==> src/rtl/core/msp_pkg.sv <==
// ----------------------------------------------------------------------------
// MSP v1 frame parser package
// Shared constants, result codes and the result record of the parser.
// ----------------------------------------------------------------------------
package msp_pkg;

    localparam int MAX_PAYLOAD_DEF = 32;

    localparam logic [7:0] CHAR_DOLLAR = 8'h24;
    localparam logic [7:0] CHAR_M      = 8'h4D;
    localparam logic [7:0] CHAR_GT     = 8'h3E;
    localparam logic [7:0] CHAR_BANG   = 8'h21;

    localparam logic [7:0] CMD_ATTITUDE = 8'd108;
    localparam logic [7:0] CMD_ANALOG   = 8'd110;

    localparam int ATT_MIN_LEN = 6;
    localparam int ANA_MIN_LEN = 7;
    localparam int HEAD_DEPTH  = 7;

    localparam logic [2:0] ST_ATT     = 3'd0;
    localparam logic [2:0] ST_ANA     = 3'd1;
    localparam logic [2:0] ST_IGNORED = 3'd2;
    localparam logic [2:0] ST_BADSUM  = 3'd3;
    localparam logic [2:0] ST_TOOBIG  = 3'd4;

    localparam int RESULT_BITS = 83;
    localparam int TDATA_BITS  = 88;

    typedef struct packed {
        logic [15:0]        rssi;
        logic [7:0]         vbat;
        logic signed [15:0] yaw;
        logic signed [15:0] pitch;
        logic signed [15:0] roll;
        logic [7:0]         command;
        logic [2:0]         status;
    } result_t;

endpackage

==> src/rtl/core/msp_deframer.sv <==
// ----------------------------------------------------------------------------
// MSP v1 deframer
// Header hunt, size check, checksum and telemetry capture for one byte beat.
// ----------------------------------------------------------------------------
module msp_deframer #(
    parameter int MAX_PAYLOAD = msp_pkg::MAX_PAYLOAD_DEF
) (
    input  logic             aclk,
    input  logic             aresetn,
    input  logic             beat_accept,
    input  logic [7:0]       rx_byte,
    output logic             res_valid,
    output msp_pkg::result_t res
);
    import msp_pkg::*;

    localparam int LEN_W = $clog2(MAX_PAYLOAD + 1);
    localparam logic [7:0] MAX_SIZE = 8'(MAX_PAYLOAD);

    typedef enum logic [6:0] {
        PH_HUNT = 7'b0000001,
        PH_M    = 7'b0000010,
        PH_DIR  = 7'b0000100,
        PH_SIZE = 7'b0001000,
        PH_CMD  = 7'b0010000,
        PH_BODY = 7'b0100000,
        PH_SUM  = 7'b1000000
    } phase_t;

    phase_t             phase_reg, phase_next;
    logic [LEN_W-1:0]   len_reg, len_next;
    logic [7:0]         code_reg, code_next;
    logic [7:0]         xor_reg, xor_next;
    logic [LEN_W-1:0]   pos_reg, pos_next;
    logic [7:0]         head_reg [HEAD_DEPTH];
    logic               head_we;
    logic signed [15:0] roll_reg, roll_next;
    logic signed [15:0] pitch_reg, pitch_next;
    logic signed [15:0] yaw_reg, yaw_next;
    logic [7:0]         vbat_reg, vbat_next;
    logic [15:0]        rssi_reg, rssi_next;
    logic [LEN_W-1:0]   pos_inc;
    logic               frame_end;

    assign pos_inc = pos_reg + LEN_W'(1);

    always_comb begin
        phase_next = phase_reg;
        len_next   = len_reg;
        code_next  = code_reg;
        xor_next   = xor_reg;
        pos_next   = pos_reg;
        roll_next  = roll_reg;
        pitch_next = pitch_reg;
        yaw_next   = yaw_reg;
        vbat_next  = vbat_reg;
        rssi_next  = rssi_reg;
        head_we    = 1'b0;
        res_valid  = 1'b0;
        res.status  = ST_IGNORED;
        res.command = code_reg;
        frame_end  = 1'b0;

        unique case (phase_reg)
            PH_M: begin
                phase_next = (rx_byte == CHAR_M) ? PH_DIR : PH_HUNT;
            end
            PH_DIR: begin
                phase_next = (rx_byte == CHAR_GT || rx_byte == CHAR_BANG) ? PH_SIZE : PH_HUNT;
            end
            PH_SIZE: begin
                if (rx_byte > MAX_SIZE) begin
                    frame_end   = 1'b1;
                    res_valid   = 1'b1;
                    res.status  = ST_TOOBIG;
                    res.command = '0;
                end else begin
                    len_next   = LEN_W'(rx_byte);
                    xor_next   = rx_byte;
                    pos_next   = '0;
                    phase_next = PH_CMD;
                end
            end
            PH_CMD: begin
                code_next  = rx_byte;
                xor_next   = xor_reg ^ rx_byte;
                phase_next = (len_reg == '0) ? PH_SUM : PH_BODY;
            end
            PH_BODY: begin
                head_we  = (pos_reg < LEN_W'(HEAD_DEPTH));
                xor_next = xor_reg ^ rx_byte;
                pos_next = pos_inc;
                if (pos_inc >= len_reg) begin
                    phase_next = PH_SUM;
                end
            end
            PH_SUM: begin
                frame_end = 1'b1;
                res_valid = 1'b1;
                priority if (xor_reg != rx_byte) begin
                    res.status = ST_BADSUM;
                end else if (code_reg == CMD_ATTITUDE && len_reg >= LEN_W'(ATT_MIN_LEN)) begin
                    roll_next  = {head_reg[1], head_reg[0]};
                    pitch_next = {head_reg[3], head_reg[2]};
                    yaw_next   = {head_reg[5], head_reg[4]};
                    res.status = ST_ATT;
                end else if (code_reg == CMD_ANALOG && len_reg >= LEN_W'(ANA_MIN_LEN)) begin
                    vbat_next  = head_reg[0];
                    rssi_next  = {head_reg[6], head_reg[5]};
                    res.status = ST_ANA;
                end else begin
                    res.status = ST_IGNORED;
                end
            end
            default: begin
                phase_next = (rx_byte == CHAR_DOLLAR) ? PH_M : PH_HUNT;
            end
        endcase

        if (frame_end) begin
            phase_next = PH_HUNT;
            len_next   = '0;
            code_next  = '0;
            xor_next   = '0;
            pos_next   = '0;
        end

        res.roll  = roll_next;
        res.pitch = pitch_next;
        res.yaw   = yaw_next;
        res.vbat  = vbat_next;
        res.rssi  = rssi_next;
    end

    always_ff @(posedge aclk) begin
        if (!aresetn) begin
            phase_reg <= PH_HUNT;
            len_reg   <= '0;
            code_reg  <= '0;
            xor_reg   <= '0;
            pos_reg   <= '0;
            roll_reg  <= '0;
            pitch_reg <= '0;
            yaw_reg   <= '0;
            vbat_reg  <= '0;
            rssi_reg  <= '0;
        end else if (beat_accept) begin
            phase_reg <= phase_next;
            len_reg   <= len_next;
            code_reg  <= code_next;
            xor_reg   <= xor_next;
            pos_reg   <= pos_next;
            roll_reg  <= roll_next;
            pitch_reg <= pitch_next;
            yaw_reg   <= yaw_next;
            vbat_reg  <= vbat_next;
            rssi_reg  <= rssi_next;
        end
    end

    always_ff @(posedge aclk) begin
        if (beat_accept && head_we) begin
            head_reg[pos_reg[2:0]] <= rx_byte;
        end
    end

endmodule

==> src/rtl/core/msp_v1_telemetry_frame_parser.sv <==
// ----------------------------------------------------------------------------
// MSP v1 telemetry frame parser
// Deframes MSP v1 frames from a byte stream and reports each frame's end
// together with the latest attitude, battery and RSSI telemetry.
// ----------------------------------------------------------------------------
//  Channel | Direction | Payload
//  s_      | in        | one received byte
//  m_      | out       | frame status, command and telemetry, one beat per frame end
//
//  One byte beat per cycle while s_tready is high; parser state updates with it.
//  A frame-end result appears in the output register the cycle after its byte.
//  s_tready is low only while a result waits and m_tready is low.
//  Reset returns the parser to the header hunt and zeroes the telemetry.
// ----------------------------------------------------------------------------
module msp_v1_telemetry_frame_parser #(
    parameter int MAX_PAYLOAD = msp_pkg::MAX_PAYLOAD_DEF
) (
    input  logic                              aclk,
    input  logic                              aresetn,
    input  logic                              s_tvalid,
    output logic                              s_tready,
    input  logic [7:0]                        s_tdata,   // rx_byte[7:0]
    output logic                              m_tvalid,
    input  logic                              m_tready,
    // frame_status[2:0], frame_command[10:3], roll_tenths[26:11],
    // pitch_tenths[42:27], yaw_tenths[58:43], battery_volts_tenths[66:59],
    // link_rssi[82:67], zero[87:83]
    output logic [msp_pkg::TDATA_BITS-1:0]    m_tdata
);
    import msp_pkg::*;

    logic    beat_accept;
    logic    res_valid;
    result_t res;
    logic    m_tvalid_reg, m_tvalid_next;
    result_t m_res_reg;

    assign s_tready    = !m_tvalid_reg || m_tready;
    assign beat_accept = s_tvalid && s_tready;

    msp_deframer #(
        .MAX_PAYLOAD(MAX_PAYLOAD)
    ) u_deframer (
        .aclk       (aclk),
        .aresetn    (aresetn),
        .beat_accept(beat_accept),
        .rx_byte    (s_tdata),
        .res_valid  (res_valid),
        .res        (res)
    );

    always_comb begin
        m_tvalid_next = m_tvalid_reg;
        if (beat_accept) begin
            m_tvalid_next = res_valid;
        end else if (m_tready) begin
            m_tvalid_next = 1'b0;
        end
    end

    always_ff @(posedge aclk) begin
        if (!aresetn) begin
            m_tvalid_reg <= 1'b0;
        end else begin
            m_tvalid_reg <= m_tvalid_next;
        end
    end

    always_ff @(posedge aclk) begin
        if (beat_accept && res_valid) begin
            m_res_reg <= res;
        end
    end

    assign m_tvalid = m_tvalid_reg;
    assign m_tdata  = {(TDATA_BITS - RESULT_BITS)'(0), m_res_reg};

endmodule

==> config.mk <==
export PLATFORM = sky130hd
export DESIGN_NAME = msp_v1_telemetry_frame_parser
export DESIGN_NICKNAME = d
export VERILOG_FILES = /design/src/rtl/core/msp_pkg.sv /design/src/rtl/core/msp_deframer.sv /design/src/rtl/core/msp_v1_telemetry_frame_parser.sv
export SDC_FILE = /design/constraint.sdc
export NUM_CORES = 1
export LEC_CHECK = 0
export ABC_CLOCK_PERIOD_IN_PS = 6500
export BUFFER_PORTS_ARGS = -buffer_cell sky130_fd_sc_hd__clkbuf_2
export CAP_MARGIN = 20
export CORE_MARGIN = 2
export CORE_UTILIZATION = 26
export CTS_CLUSTER_DIAMETER = 30
export DETAILED_ROUTE_END_ITERATION = 8
export GPL_ROUTABILITY_DRIVEN = 0
export GPL_TIMING_DRIVEN = 0
export HOLD_SLACK_MARGIN = 0.15
export PLACE_DENSITY = 0.44
export SLEW_MARGIN = 20
export SYNTH_ARGS = -nofsm -noshare
export SYNTH_HDL_FRONTEND = slang
export SYNTH_SLANG_ARGS = --single-unit
==> constraint.sdc <==
create_clock -name aclk -period 6.5 [get_ports aclk]
set_input_delay 0.65 -clock aclk [delete_from_list [all_inputs] [get_ports aclk]]
set_output_delay 0.65 -clock aclk [all_outputs]
set_load 0.01 [all_outputs]
==> flow_summary.ini <==
[power_and_ir_drop]
power-per-cell-area_nw_per_um2 = 353
p_int_mw = 3.91
ir_worst_vdd_uv = 180
p_leak_nw = 5.57
pwr-share-clk = 0.645
power_mw = 4.84
sw_frac_of_total = 0.192
pwr-share-comb = 0.015
seq_power_share = 0.340
netSwitchingPower_mw = 0.930

[logic_synthesis]
synth_top_area_cell = edfxtp_1
ys_ff_latch = 247
seq_area_frac_synth = 0.614
yosysMostFrequentCell = nand2_1
netlist_instances = 825
synth_top_area_share = 0.404
synth_cell_types = 68
synth_top_cells_by_area = edfxtp_1 40%, dfxtp_1 21%, mux2_2 7.9%, mux2i_1 7.0%, nand2_1 5.3%
yosysWarningCount = 0
synth.avg_cell_area_um2 = 12.5
synth_commonest_cells = 147 x nand2_1, 139 x edfxtp_1, 108 x dfxtp_1
netlist_area_um2 = 10300
ys_async_sr_fraction = 0
synthFlopType = edfxtp_1
synth_edf_count = 139

[cts]
tritoncts = yes
worstSkewPairLatency_ps = 560
cts_max_path_buffers = 3
cts_setup_buffers = 0
cts_resized = 0
numCtsBuffers = 58
cts_root_buffer = clkbuf_16
clk_pin_slew_ps = 40
cts.htree.levels = 2
cts_sinks = 247
cts_hold_buf = 0

[place]
dp.cells = 1452
place_area_um2 = 11600
place.port_buffers = 95
dp_hpwl_mm = 17.9

[status]
outcome = finished clean

[timing]
setup_violations = 0
skew_ps = 18.7
fmax_mhz = 337
tightest_slew_ps = 901
fin_crit_sh = 0.457
min_period_ps = 2970
final_max_slew_viol_count = 0
rsz0062_at_grt = false
max-slew-margin-rel = 0.397
hold_violations = 0

[die]
dieHeight_um = 203
rows = 73
die-area_um2 = 41300
initial_utilization = 0.262
die_x_um = 203
design.portCount = 102
core_um2 = 39500

[final_layout]
fin_nets = 1006
final_area_um2 = 13700
fin_cells = 1562
drive_gt1_frac = 0.293
area_growth_pct = 32.5
postLayoutCoreUtil = 0.347
largest_register_ffs = 83

[global_routing]
grt_max_degree = 29
grt_pass1_vias = 6980
grt.overflow.total = 0
grt_pass1_wl_mm = 41.0
track_usage = 0.130
grt_antenna_before_repair = 1

[detailed_routing]
drc = 0
postRouteAntennaNets = 0
wl_per_cell_um = 17.1
vias = 6855
routed_wl_mm = 26.8
routed_via_density = 4.39
firstDrtPassIters = 7
drt_iter0_drc = 261

[critical_path]
r2r-start = u_deframer.pos_reg[1]$_SDFFE_PN0P_
cp_max_fo = 28
crit_path_start = s_tdata[4]
r2r-end = u_deframer.phase_reg[0]$_SDFFE_PN1P_
arrival_ps = 3220
crit_type = in -> reg
ff2ff_path_depth = 9
critical_path_required_ps = 6750
start_kind = input pin
setup.worst_path.end = m_tdata[41]$_DFFE_PP_
r2r_slack_ps = 3590
endpoint_kind = flop

[run]
max_cap_viol_count = 0

[hold_path]
worstHoldPathType = reg -> reg
[logic make-up (layout without fill, tap and decap cells)]
| logic type | Yosys count | after routing | synth area share |
|---|---|---|---|
| multiplexers | 145 | 145 | 0.149 |
| AO/OA/AOI/OAI | 75 | 75 | 0.0539 |
| flip-flops | 247 | 247 | 0.614 |
| buffers and inverters | 63 | 270 | 0.0309 |
| adder cells (fa/ha/maj) | 7 | 7 | 0.00848 |
| XOR/XNOR | 23 | 23 | 0.0195 |
| AND/OR/NAND/NOR | 264 | 264 | 0.124 |
| other | 1 | 6 | 0.000363 |
[worst min path at each step]
| stage | cells after the start | start | to |
|---|---|---|---|
| finish | 2 | u_deframer.rssi_reg[2]$_SDFFE_PN0P_ | u_deframer.rssi_reg[2]$_SDFFE_PN0P_ |
| detailed placement | 2 | u_deframer.rssi_reg[12]$_SDFFE_PN0P_ | u_deframer.rssi_reg[12]$_SDFFE_PN0P_ |
| global route | 2 | u_deframer.roll_reg[12]$_SDFFE_PN0P_ | u_deframer.roll_reg[12]$_SDFFE_PN0P_ |
| CTS | 2 | u_deframer.rssi_reg[2]$_SDFFE_PN0P_ | u_deframer.rssi_reg[2]$_SDFFE_PN0P_ |
| global placement | 2 | u_deframer.roll_reg[8]$_SDFFE_PN0P_ | u_deframer.roll_reg[8]$_SDFFE_PN0P_ |
| floorplan | 2 | u_deframer.roll_reg[8]$_SDFFE_PN0P_ | u_deframer.roll_reg[8]$_SDFFE_PN0P_ |
[cell type report]
cell class                      count  area [um^2]
Antenna cell                        1         2.50
Buffer                             55          289
Clock buffer                       76         1660
Clock inverter                     33          469
Fill cell                        3917        25800
Inverter                            8         30.0
Multi-Input combinational cell    519         3700
Sequential cell                   247         6340
Tap cell                          525          657
Timing Repair Buffer               98          536
[through the flow]
stage / setup slack [ps] / setup TNS [ps] / hold WS (ps)
2_1_floorplan: 868 / 0 / 434
3_3_place_gp: -2080 / -171340 / 440
3_5_place_dp: 2920 / 0 / 452
4_1_cts: 3490 / 0 / 458
5_1_grt: 3370 / 0 / 469
6_report: 3530 / 0 / 454
[placed cells by master (no fill, tap or decap), types with 9 or more instances in the layout]
master	count
a21oi_1	17
a22o_1	14
buf_2	9
buf_4	11
bufinv_16	12
clkbuf_1	38
clkbuf_16	61
clkbuf_2	95
clkinv_2	9
dfxtp_1	108
edfxtp_1	139
mux2_2	72
mux2i_1	72
nand2_1	147
nand2b_1	16
nand3_1	17
nor2_1	21
nor2b_1	10
xnor2_1	18
[worst max-delay path, cell delays in order]
cell and delay [ps]:
clkbuf_2 320, clkbuf_1 440, or3_1 220, o311ai_0 120
a31o_2 320, buf_2 220, nor2_4 440, buf_12 250
buf_12 200
[routing by layer]
metal	vias to the layer above	track usage	routed length, um
li1	3310	-	-
met1	3341	0.172	12600
met2	157	0.207	12300
met3	47	0.0294	1240
met4	0	0.0487	650
met5	-	0	0
[power groups by stage]
| stage | Clock (mW) | Combinational (mW) | Sequential, mW |
|---|---|---|---|
| final | 3.12 | 0.0723 | 1.65 |
| after floorplan | 0 | 0.0389 | 1.67 |
| after global routing | 3.26 | 0.0801 | 1.64 |
| after CTS | 3.17 | 0.0745 | 1.64 |
| after detailed placement | 0 | 0.0742 | 1.67 |
| after global placement | 0 | 0.0736 | 1.67 |
No activity file was read; power rests on OpenSTA's default activity.
